<file path="src/design/mvhs_pkg.sv">
// shared constants, types and aspect table for the mpeg2 video header scanner
`timescale 1ns / 1ps

package mvhs_pkg;

  // start code bytes
  localparam logic [23:0] START_PREFIX   = 24'h000001;
  localparam logic [7:0]  PICTURE_CODE   = 8'h00;
  localparam logic [7:0]  SEQUENCE_CODE  = 8'hB3;

  // bytes captured after a sequence code
  localparam logic [2:0]  SEQ_SEEN_BYTES = 3'd3;
  localparam logic [2:0]  SEQ_FULL_BYTES = 3'd4;

  // aspect ratio information codes
  localparam logic [3:0]  ASPECT_SQUARE  = 4'd1;
  localparam logic [3:0]  ASPECT_4_3     = 4'd2;
  localparam logic [3:0]  ASPECT_16_9    = 4'd3;
  localparam logic [3:0]  ASPECT_221_100 = 4'd4;

  // field widths
  localparam int unsigned SIZE_W = 12;
  localparam int unsigned NUM_W  = 20;
  localparam int unsigned DEN_W  = 19;

  typedef logic [7:0] tab_num_t;
  typedef logic [6:0] tab_den_t;

  // sequence header fields handed to the aspect unit
  typedef struct packed {
    logic [SIZE_W-1:0] frame_width;
    logic [SIZE_W-1:0] frame_height;
    logic [3:0]        aspect_code;
  } seq_fields_t;

  // pixel aspect numerator from the code
  function automatic tab_num_t aspect_num(input logic [3:0] code);
    tab_num_t n;
    unique case (code)
      ASPECT_SQUARE:  n = 8'd1;
      ASPECT_4_3:     n = 8'd4;
      ASPECT_16_9:    n = 8'd16;
      ASPECT_221_100: n = 8'd221;
      default:        n = 8'd0;
    endcase
    return n;
  endfunction

  // pixel aspect denominator from the code
  function automatic tab_den_t aspect_den(input logic [3:0] code);
    tab_den_t d;
    unique case (code)
      ASPECT_4_3:     d = 7'd3;
      ASPECT_16_9:    d = 7'd9;
      ASPECT_221_100: d = 7'd100;
      default:        d = 7'd1;
    endcase
    return d;
  endfunction

endpackage

</file>
<file path="src/design/mvhs_aspect.sv">
// pixel aspect products from the sequence header size and aspect code
`timescale 1ns / 1ps

module mvhs_aspect
  import mvhs_pkg::*;
(
  input  seq_fields_t        seq_i,
  output logic [NUM_W-1:0]   aspect_num_o,
  output logic [DEN_W-1:0]   aspect_den_o
);

  tab_num_t tab_num;
  tab_den_t tab_den;

  // table lookup
  assign tab_num = aspect_num(seq_i.aspect_code);
  assign tab_den = aspect_den(seq_i.aspect_code);

  // small constant-by-size products, exact at the output widths
  assign aspect_num_o = NUM_W'(tab_num) * NUM_W'(seq_i.frame_height);
  assign aspect_den_o = DEN_W'(tab_den) * DEN_W'(seq_i.frame_width);

endmodule

</file>
<file path="src/design/mpeg2_video_header_scanner.sv">
// top level: byte-wise picture and sequence header scanner for mpeg2 video buffers
//
//  channel | dir | tdata fields (lsb first)                                  | tlast
//  in_     | in  | data_byte[7:0]                                            | end_of_buffer
//  out_    | out | picture_found, coding_type, sequence_seen, size_valid,    | -
//          |     | frame_width, frame_height, aspect_code, aspect_numerator, |
//          |     | aspect_denominator, zero fill to 80 bits                  |
//
// one input word per cycle; scanning state updates in the cycle of acceptance
// the result word is registered and appears in the cycle after the last byte of a buffer
// in_tready drops only while a result waits in the output register and out_tready is low
// reset (rst_n low, synchronous) clears the scanning state and the output valid
`timescale 1ns / 1ps

module mpeg2_video_header_scanner
  import mvhs_pkg::*;
(
  input  logic        clk,
  input  logic        rst_n,
  input  logic        in_tvalid,
  output logic        in_tready,
  input  logic [7:0]  in_tdata,   // data_byte[7:0]
  input  logic        in_tlast,   // end_of_buffer
  output logic        out_tvalid,
  input  logic        out_tready,
  output logic [79:0] out_tdata   // picture_found[0], coding_type[3:1], sequence_seen[4],
                                  // size_valid[5], frame_width[17:6], frame_height[29:18],
                                  // aspect_code[33:30], aspect_numerator[53:34],
                                  // aspect_denominator[72:54], zero[79:73]
);

  typedef enum logic [1:0] {
    PIC_IDLE,
    PIC_WAIT_SKIP,
    PIC_WAIT_TYPE
  } pic_state_t;

  logic [23:0] hist_r,       hist_nxt;
  logic [1:0]  fill_r,       fill_nxt;
  pic_state_t  pic_state_r,  pic_state_nxt;
  logic        pic_locked_r, pic_locked_nxt;
  logic [2:0]  pic_type_r,   pic_type_nxt;
  logic [2:0]  seq_prog_r,   seq_prog_nxt;
  logic        seq_locked_r, seq_locked_nxt;
  logic [31:0] seq_bytes_r,  seq_bytes_nxt;
  logic        out_valid_r;
  logic [79:0] out_data_r,   out_data_nxt;

  logic              in_acc;
  logic              prefix;
  logic [7:0]        b;
  logic              seq_seen;
  logic              size_valid;
  seq_fields_t       seq_fields;
  logic [NUM_W-1:0]  asp_num;
  logic [DEN_W-1:0]  asp_den;

  assign b         = in_tdata;
  assign in_tready = !out_valid_r || out_tready;
  assign in_acc    = in_tvalid && in_tready;
  assign prefix    = (fill_r == 2'd3) && (hist_r == START_PREFIX);

  // picture code tracker
  always_comb begin
    pic_state_nxt  = pic_state_r;
    pic_locked_nxt = pic_locked_r;
    pic_type_nxt   = pic_type_r;
    unique case (pic_state_r)
      PIC_WAIT_SKIP: pic_state_nxt = PIC_WAIT_TYPE;
      PIC_WAIT_TYPE: begin
        pic_type_nxt   = b[5:3];
        pic_locked_nxt = 1'b1;
        pic_state_nxt  = PIC_IDLE;
      end
      default: begin
        if (!pic_locked_r && prefix && b == PICTURE_CODE) begin
          pic_state_nxt = PIC_WAIT_SKIP;
        end
      end
    endcase
  end

  // sequence code tracker and header byte capture
  always_comb begin
    seq_prog_nxt   = seq_prog_r;
    seq_locked_nxt = seq_locked_r;
    seq_bytes_nxt  = seq_bytes_r;
    if (seq_locked_r) begin
      if (seq_prog_r < SEQ_FULL_BYTES) begin
        seq_bytes_nxt = {seq_bytes_r[23:0], b};
        seq_prog_nxt  = seq_prog_r + 3'd1;
      end
    end else if (prefix && b == SEQUENCE_CODE) begin
      seq_locked_nxt = 1'b1;
      seq_prog_nxt   = '0;
      seq_bytes_nxt  = '0;
    end
  end

  // byte history
  assign hist_nxt = {hist_r[15:0], b};
  assign fill_nxt = (fill_r == 2'd3) ? fill_r : fill_r + 2'd1;

  // result fields from the updated state
  assign seq_seen   = seq_locked_nxt && (seq_prog_nxt >= SEQ_SEEN_BYTES);
  assign size_valid = seq_locked_nxt && (seq_prog_nxt >= SEQ_FULL_BYTES);

  always_comb begin
    seq_fields = '0;
    if (size_valid) begin
      seq_fields.frame_width  = seq_bytes_nxt[31:20];
      seq_fields.frame_height = seq_bytes_nxt[19:8];
      seq_fields.aspect_code  = seq_bytes_nxt[7:4];
    end
  end

  mvhs_aspect u_aspect (
    .seq_i        (seq_fields),
    .aspect_num_o (asp_num),
    .aspect_den_o (asp_den)
  );

  // pack the result word
  always_comb begin
    out_data_nxt         = '0;
    out_data_nxt[0]      = pic_locked_nxt;
    out_data_nxt[3:1]    = pic_locked_nxt ? pic_type_nxt : 3'd0;
    out_data_nxt[4]      = seq_seen;
    out_data_nxt[5]      = size_valid;
    out_data_nxt[17:6]   = seq_fields.frame_width;
    out_data_nxt[29:18]  = seq_fields.frame_height;
    out_data_nxt[33:30]  = seq_fields.aspect_code;
    out_data_nxt[53:34]  = asp_num;
    out_data_nxt[72:54]  = asp_den;
  end

  // scanning state, cleared at reset and after the last byte of a buffer
  always_ff @(posedge clk) begin
    if (!rst_n) begin
      hist_r       <= '0;
      fill_r       <= '0;
      pic_state_r  <= PIC_IDLE;
      pic_locked_r <= 1'b0;
      pic_type_r   <= '0;
      seq_prog_r   <= '0;
      seq_locked_r <= 1'b0;
      seq_bytes_r  <= '0;
    end else if (in_acc) begin
      if (in_tlast) begin
        hist_r       <= '0;
        fill_r       <= '0;
        pic_state_r  <= PIC_IDLE;
        pic_locked_r <= 1'b0;
        pic_type_r   <= '0;
        seq_prog_r   <= '0;
        seq_locked_r <= 1'b0;
        seq_bytes_r  <= '0;
      end else begin
        hist_r       <= hist_nxt;
        fill_r       <= fill_nxt;
        pic_state_r  <= pic_state_nxt;
        pic_locked_r <= pic_locked_nxt;
        pic_type_r   <= pic_type_nxt;
        seq_prog_r   <= seq_prog_nxt;
        seq_locked_r <= seq_locked_nxt;
        seq_bytes_r  <= seq_bytes_nxt;
      end
    end
  end

  // output register
  always_ff @(posedge clk) begin
    if (!rst_n) begin
      out_valid_r <= 1'b0;
    end else if (in_acc && in_tlast) begin
      out_valid_r <= 1'b1;
    end else if (out_tready) begin
      out_valid_r <= 1'b0;
    end
  end

  always_ff @(posedge clk) begin
    if (in_acc && in_tlast) begin
      out_data_r <= out_data_nxt;
    end
  end

  assign out_tvalid = out_valid_r;
  assign out_tdata  = out_data_r;

  // a new result only follows an accepted last byte
  assert property (@(posedge clk) disable iff (!rst_n)
    $rose(out_tvalid) |-> $past(in_tvalid && in_tready && in_tlast))
    else $error("result word without a buffer end");

  // the buffer end clears the fill count, both locks and the picture tracker state
  assert property (@(posedge clk) disable iff (!rst_n)
    (in_acc && in_tlast) |=> (fill_r == 2'd0 && !pic_locked_r && !seq_locked_r
                              && pic_state_r == PIC_IDLE))
    else $error("scanning state not cleared at buffer end");

  // size fields imply the sequence header was seen
  assert property (@(posedge clk) disable iff (!rst_n)
    out_tvalid && out_tdata[5] |-> out_tdata[4])
    else $error("size valid without sequence seen");

  // no coding type without a captured picture header
  assert property (@(posedge clk) disable iff (!rst_n)
    out_tvalid && !out_tdata[0] |-> out_tdata[3:1] == 3'd0)
    else $error("coding type without picture header");

  // header capture never runs past four bytes
  assert property (@(posedge clk) disable iff (!rst_n)
    seq_prog_r <= SEQ_FULL_BYTES)
    else $error("sequence capture overran");

endmodule

</file>
<file path="config.mk">
export PLATFORM = sky130hd
export DESIGN_NAME = mpeg2_video_header_scanner
export DESIGN_NICKNAME = d
export VERILOG_FILES = /design/src/design/mvhs_pkg.sv /design/src/design/mvhs_aspect.sv /design/src/design/mpeg2_video_header_scanner.sv
export SDC_FILE = /design/constraint.sdc
export NUM_CORES = 1
export LEC_CHECK = 0
export BUFFER_PORTS_ARGS = -buffer_cell sky130_fd_sc_hd__buf_2
export CAP_MARGIN = 20
export CORE_MARGIN = 2
export CORE_UTILIZATION = 61
export CTS_CLUSTER_SIZE = 12
export DETAILED_ROUTE_END_ITERATION = 10
export PLACE_DENSITY = 0.83
export SLEW_MARGIN = 25
export SYNTH_ARGS = -nofsm -noshare
export SYNTH_HDL_FRONTEND = slang
export SYNTH_SLANG_ARGS = --single-unit
</file>
<file path="constraint.sdc">
create_clock -name clk -period 8.1 [get_ports clk]
set_input_delay 1.215 -clock clk [delete_from_list [all_inputs] [get_ports clk]]
set_output_delay 1.215 -clock clk [all_outputs]
set_load 0.005 [all_outputs]
</file>
* After elaboration in Yosys (flattened, before gate mapping)
Index checks and enable logic that the tools add are counted.
** Storage, ports and cells
- Word-level logic and storage cells :: 74
- Input port bits :: 13
- Register bits :: 142
- Output and inout port bits :: 82
** Cells by class
- Equality and inequality tests :: 11
- $lt $le $gt $ge :: 3
- Multiplexer cells :: 26
- Multipliers :: 2
- Reduce and logical (&&, ||, !) cells :: 18
- $add $sub $neg :: 2
** Operators with widths (number)
- 2-to-1 mux 32 bit :: 4
- case mux 8 bit (4 select lines) :: 1
- 2-to-1 mux 28 bit :: 1
- equality test 24 x 1 -> 1 bit (second input constant) :: 1
- 2-to-1 mux 24 bit :: 1
- case mux 7 bit (3 select lines) :: 1
- multiplier 8 x 12 -> 20 bit :: 1
- multiplier 7 x 12 -> 19 bit :: 1
- 2-to-1 mux 3 bit :: 6
- equality test 4 x 2 -> 1 bit (second input constant) :: 2
- equality test 8 bit (second input constant) :: 1
- logical AND 1 bit :: 8
- logical NOT 8 bit :: 1
- 2-to-1 mux 2 bit :: 4
- 2-to-1 mux 1 bit :: 7
- equality test 2 bit (second input constant) :: 2
- equality test 4 x 1 -> 1 bit (second input constant) :: 1
- equality test 4 x 3 -> 1 bit (second input constant) :: 1
- case mux 2 bit (2 select lines) :: 1
- AND reduction 2 bit :: 2
- nonzero test 4 bit :: 1
- adder 3 x 1 -> 3 bit (second input constant) :: 1
- greater-or-equal comparator 3 x 2 -> 1 bit (second input constant) :: 1
- greater-or-equal comparator 3 bit (second input constant) :: 1
- 10 further kinds :: 11

* Logic depth before layout (Yosys ltp)
- Word-level depth :: 11
- Gate-level depth with buffers :: 21
- Depth with buffers taken out :: 20

* Hierarchy
Synthesis repeated with hierarchy kept, for this count alone.
** Second synthesis, totals
- Cell total of the unflattened synthesis :: 986
- Area, all modules :: 10347.4 µm²
** By module, submodules not included
- mpeg2_video_header_scanner :: cells an instance 424, sequential area each 3573.4 µm², times used 1, area each 5457.7 µm²
- mvhs_aspect :: cells an instance 562, sequential area each 0.0 µm², times used 1, area each 4889.7 µm²

* Least setup slack after synthesis
No wires, ideal clock.
- Kind :: input to register
- Start point :: input in_tdata[7]
- End point :: register out_data_r[72], in the netlist out_tdata[72] (data pin)
- Path buffers :: 0
- Setup time :: 0.190 ns
- Arrival time :: 5.908 ns
- Cell stages on the path :: 18
- Data required time :: 7.910 ns
- Setup slack :: 2.002 ns
- Cells stage by stage :: or3b_1 a21oi_4 and2_2 nand2_2 or2_2 fa_1 inv_1 fa_1 fa_1 inv_1 fa_1 inv_1 ha_1 o211a_1 nand2b_1 a41oi_2 o221ai_1 a2111oi_2
** Between the ends
- Word-level cells in the longest chain between the ends :: 10
- Elaborated cells between the ends (all ways) :: 17
- Classes of those cells :: 1 x mul; 1 x order compare; 4 x eq/ne; 9 x mux; 2 x reduce/logical
** RTL lines
- start, declared :: line mpeg2_video_header_scanner.sv:22 : input logic [7:0] in_tdata,
- equality test 8 bit :: line mpeg2_video_header_scanner.sv:93 : end else if (prefix && b == SEQUENCE_CODE) begin
- logical AND 1 bit :: line mpeg2_video_header_scanner.sv:93
- 2-to-1 mux 3 bit :: line mpeg2_video_header_scanner.sv:93
- 2-to-1 mux 3 bit :: line mpeg2_video_header_scanner.sv:88 : if (seq_locked_r) begin
- greater-or-equal comparator 3 bit :: line mpeg2_video_header_scanner.sv:106 : assign size_valid = seq_locked_nxt && (seq_prog_nxt >= SEQ_FULL_BYTES);
- logical AND 1 bit :: line mpeg2_video_header_scanner.sv:106
- 2-to-1 mux 28 bit (*) :: line mpeg2_video_header_scanner.sv:110 : if (size_valid) begin
- equality test 4 x 3 -> 1 bit or equality test 4 x 2 -> 1 bit (tied branches) :: line mvhs_pkg.sv:52 : unique case (code)
- case mux 7 bit (3 select lines) :: line mvhs_pkg.sv:52
- multiplier 7 x 12 -> 19 bit (*) :: line mvhs_aspect.sv:21 : assign aspect_den_o = DEN_W'(tab_den) * DEN_W'(seq_i.frame_width);
- net asp_den[18] :: line mpeg2_video_header_scanner.sv:56 : logic [DEN_W-1:0] asp_den;
- end signal, assigned :: line mpeg2_video_header_scanner.sv:184 : out_data_r <= out_data_nxt;
- end, declared :: line mpeg2_video_header_scanner.sv:47 : logic [79:0] out_data_r, out_data_nxt;
The timed path passes the listed nets; every way through them passes the cells marked *. The select of a mux whose other input is x is not followed.
A chain may end at the register's enable or synchronous reset.

* Worst setup path in the final report
- Start point :: register seq_prog_r[2]
- End point :: register out_data_r[51], in the netlist out_tdata[51] (data pin)
** Between the ends
- Word-level cells in the longest chain between the ends :: 9
- Elaborated cells between the ends (all ways) :: 16
- Classes of those cells :: 1 x add/sub; 1 x mul; 2 x order compare; 4 x eq/ne; 7 x mux; 1 x reduce/logical
** RTL lines
- start, declared :: line mpeg2_video_header_scanner.sv:43 : logic [2:0] seq_prog_r, seq_prog_nxt;
- start signal, assigned :: line mpeg2_video_header_scanner.sv:164 : seq_prog_r <= seq_prog_nxt;
- adder 3 x 1 -> 3 bit or < comparator 3 bit (tied branches) :: line mpeg2_video_header_scanner.sv:91, mpeg2_video_header_scanner.sv:89
- 2-to-1 mux 3 bit :: line mpeg2_video_header_scanner.sv:89 : if (seq_prog_r < SEQ_FULL_BYTES) begin
- 2-to-1 mux 3 bit :: line mpeg2_video_header_scanner.sv:88
- greater-or-equal comparator 3 bit :: line mpeg2_video_header_scanner.sv:106
- logical AND 1 bit :: line mpeg2_video_header_scanner.sv:106
- 2-to-1 mux 28 bit (*) :: line mpeg2_video_header_scanner.sv:110
- equality test 4 x 3 -> 1 bit (tied with other cells) :: line mvhs_pkg.sv:39 : unique case (code)
- case mux 8 bit (4 select lines) :: line mvhs_pkg.sv:39
- multiplier 8 x 12 -> 20 bit (*) :: line mvhs_aspect.sv:20 : assign aspect_num_o = NUM_W'(tab_num) * NUM_W'(seq_i.frame_height);
- net asp_num[17] :: line mpeg2_video_header_scanner.sv:55 : logic [NUM_W-1:0] asp_num;
Marked as above.

==> parameters.txt <==
Parameter                              Value

STA
  Top achievable clock speed    0.152 GHz
  Count of pins over their slew limit    0
  Count of final setup violators    0
  RSZ-0062 raised after global routing    false
  Slew at the pin closest to its max-slew limit    0.926 ns
  Minimum clock period after layout    6.56 ns
  Hold_ws    0.483 ns
  Hold violation count in the final report    0
  Relative slew slack    0.379
  Sum Neg Setup Slack    0 ns
  Worst-case clock skew    0.0130 ns
  Period utilisation layout    0.810

Synth
  Proportion of synthesized flip-flops having asynchronous set or reset    0
  Cells after synthesis    1070
  Sequential cell area fraction in the yosys report    0.337
  Post-synthesis average cell area    ~9.9 sq um
  Number of flops mapped to enable cells by yosys    73
  Number of library cell types mapped by synthesis    75
  Top cells by area in the synthesized netlist    edfxtp_1, fa_1, dfxtp_1, ha_1, nor2_1
  Warnings from Yosys    0
  Cell type with the highest aggregate area in the netlist    edfxtp_1
  Proportion of netlist area held by the largest area contributor    0.207
  Leading register cell type out of synthesis    edfxtp_1
  Number of synthesized register bits    142
  Synth Cell Area    0.0106 sq mm

GRT
  Total routing usage reported by global routing    0.249
  Number of antenna violations at the first check in global routing    0
  Maximum number of pins on one net before global-route repair    70
  Vias in the first global route    7571
  Total congestion overflow    0
  Global-route wire length before repair    36.3 mm

Worst setup path
  Critical path endpoint category    register
  Most used cell, CP    fa_1
  Crit-path max cell delay    between 0.7 and 0.8 ns
  Signal arrival time at the worst endpoint    6.75 ns
  Maximum fanout along the worst path    35
  Ordered list of cells on the worst path    nand2b_4, mux2i_1, nor3_4, o21ai_1, nor2_1, fa_1, fa_1, fa_1, inv_1, fa_1, inv_1, ha_1, a2111oi_0, o21ai_0, nand4b_1, nand2_1, xor2_1
  Worst path slowest cell    o21ai_1
  CP Class    reg -> reg
  Required arrival time at the worst endpoint    roughly 8.3 ns
  CP Launch Type    register

Final layout
  Final Net Count    1334
  Final core occ    0.680
  Number of antenna cells inserted    0
  Share of layout cells above drive strength 1    0.134
  Synthesis-to-finish area growth    10.2%

Routing
  Total DRC errors in the routed layout    0
  Total via count in the routed design    7930
  Iteration count of the initial detailed-routing pass    5
  Routed wire length    22.0 mm
  WL/cell    16.0 um
  Number of nets with antenna violations after routing    0
  First DRT Iteration DRCs    between 500 and 600
  Vias per std cell    5.75

Die
  Die Outline Area    0.0185 sq mm
  Starting density of the core    0.617
  Std-Cell Core Area    0.0172 sq mm
  Die Ht    136 um
  Boundary pin count    between 90 and 100
  Die boundary width    136 um
  Cell Rows    48

Clocking
  Maximum level of the CTS H-tree    4
  TritonCTS clock tree    built
  Post-cts gate resize count    0
  Buffers from clock root to sink, at most    2
  Number of setup buffers added after CTS    0
  Library cell used as clock root buffer    clkbuf_16
  Total of hold buffers inserted after clock tree synthesis    0
  Clock sink total    142
  Clock insertion delay at the later pin of the skew report    between 0.4 and 0.5 ns
  Clock edge transition at the registers on the reported setup and hold paths    0.07 ns
  Cts bufs inserted    17

Power
  Leakage Power    roughly 5.6 nW
  Power density cells    134 mW/mm^2
  Worst IR Drop VDD    roughly 0.00015 V

Flow run
  Max-capacitance violation count    0

Placed design
  Half-perimeter wire length of the detailed placement result    roughly 16 mm
  Number of port buffers    87
  RePlAce Congestion    0.907

Worst hold path
  Type of the tightest min-delay check    reg -> reg

Outcome
  Result of the run    finished, final reports clean
-- cells in the final DEF (no fill, tap or decap), types with 5 or more instances in the layout --
master	count
fa_1	72
clkbuf_16	17
dfxtp_1	69
or2_2	9
ha_1	109
nor3_1	5
mux2_2	5
inv_1	112
and3_1	28
or2_1	14
nor2b_1	34
o211ai_1	5
a21oi_1	41
nor4_1	8
mux2i_1	27
a21o_1	12
and2_1	11
buf_2	86
xor2_1	12
clkinv_4	7
nand3_1	11
conb_1	7
nor2_1	126
xnor2_1	13
nand2b_1	8
edfxtp_1	73
o21ai_0	47
a211oi_1	7
a21boi_0	24
nand2_1	63
-- final cells by class --
type	instances	area, sq um
fill	1331	5490
tap	225	282
sequential	142	3570
multi-input combinational	776	6400
clock inverter	13	110
clock buffer	19	433
timing repair buffer	90	460
inverter	113	424
-- critical path, delay by kind of cell (launching register included) --
family          cells  cell delay [ns]
mux                 1             0.57
fa+ha+maj           5             2.44
buf+inv             2             0.11
xor+xnor            1             0.15
flops               1             0.42
compound gates      3             1.46
simple gates        5             1.14
-- where the power goes --
group	switching, W	internal, W	leakage [nW]	total [W]
registers	0.00000487	0.000769	1.26	0.000774
clock network	0.000328	0.000398	0.269	0.000726
logic	0.0000415	0.0000215	4.11	0.0000630
total	0.000374	0.00119	5.64	0.00156
-- cells in the mapped netlist (11+ instances only) --
master / instances
inv_1: 113
xnor2_1: 13
xor2_1: 12
nor2_1: 126
and3_1: 28
fa_1: 72
and2_1: 11
nor2b_1: 34
a21boi_0: 24
clkbuf_1: 25
a21o_1: 12
ha_1: 109
or2_1: 14
o21ai_0: 48
edfxtp_1: 73
dfxtp_1: 69
a21oi_1: 41
nand3_1: 11
mux2i_1: 27
nand2_1: 63
-- kinds of logic (layout without fill, tap and decap cells) --
kind of cell | after synthesis | count (layout) | synth area share
AND/OR/NAND/NOR | 341 | 341 | 0.159
multiplexers | 35 | 35 | 0.0365
adder cells (fa/ha/maj) | 181 | 181 | 0.264
AO/OA/AOI/OAI | 187 | 187 | 0.118
other | 1 | 7 | 0.000354
flip-flops | 142 | 142 | 0.337
XOR/XNOR | 25 | 25 | 0.0206
buffers and inverters | 158 | 235 | 0.0633
-- path summary, 6_finish.rpt --
check | start | end | slack, ns | cells after the start
max | seq_prog_r[2] | out_tdata[51] | 1.54 | 17
min | seq_prog_r[0] | seq_prog_r[0] | 0.48 | 1
max reg2reg | seq_prog_r[2] | out_tdata[51] | 1.54 | 17
min reg2reg | seq_prog_r[0] | seq_prog_r[0] | 0.48 | 1
-- stage by stage --
stage,cell area (sq um),instances,total power (W),worst slack [ns]
after floorplan,10600,1076,0.000828,2.00
after global placement,11100,1346,0.000851,1.34
after detailed placement,11100,1346,0.000852,1.20
after CTS,11700,1378,0.00157,1.61
after global routing,11700,1378,0.00161,1.07
final,11700,1378,0.00156,1.54
-- routing by layer --
| layer | wire, um | global-route usage | vias to the layer above |
|---|---|---|---|
| met3 | 1050 | 0.0425 | 46 |
| met2 | 10800 | 0.409 | 228 |
| met5 | 0 | 0 | - |
| met4 | 523 | 0.0903 | 0 |
| li1 | - | - | 3791 |
| met1 | 9660 | 0.334 | 3865 |
-- sequential cells by signal (all words and copies together), names as in the netlist --
register      flops
fill_r            2
out_tdata        73
seq_locked_r      1
pic_locked_r      1
out_tvalid        1
pic_state_r       2
hist_r           24
seq_bytes_r      32
seq_prog_r        3
pic_type_r        3
Power figures use the tool's default switching activity.
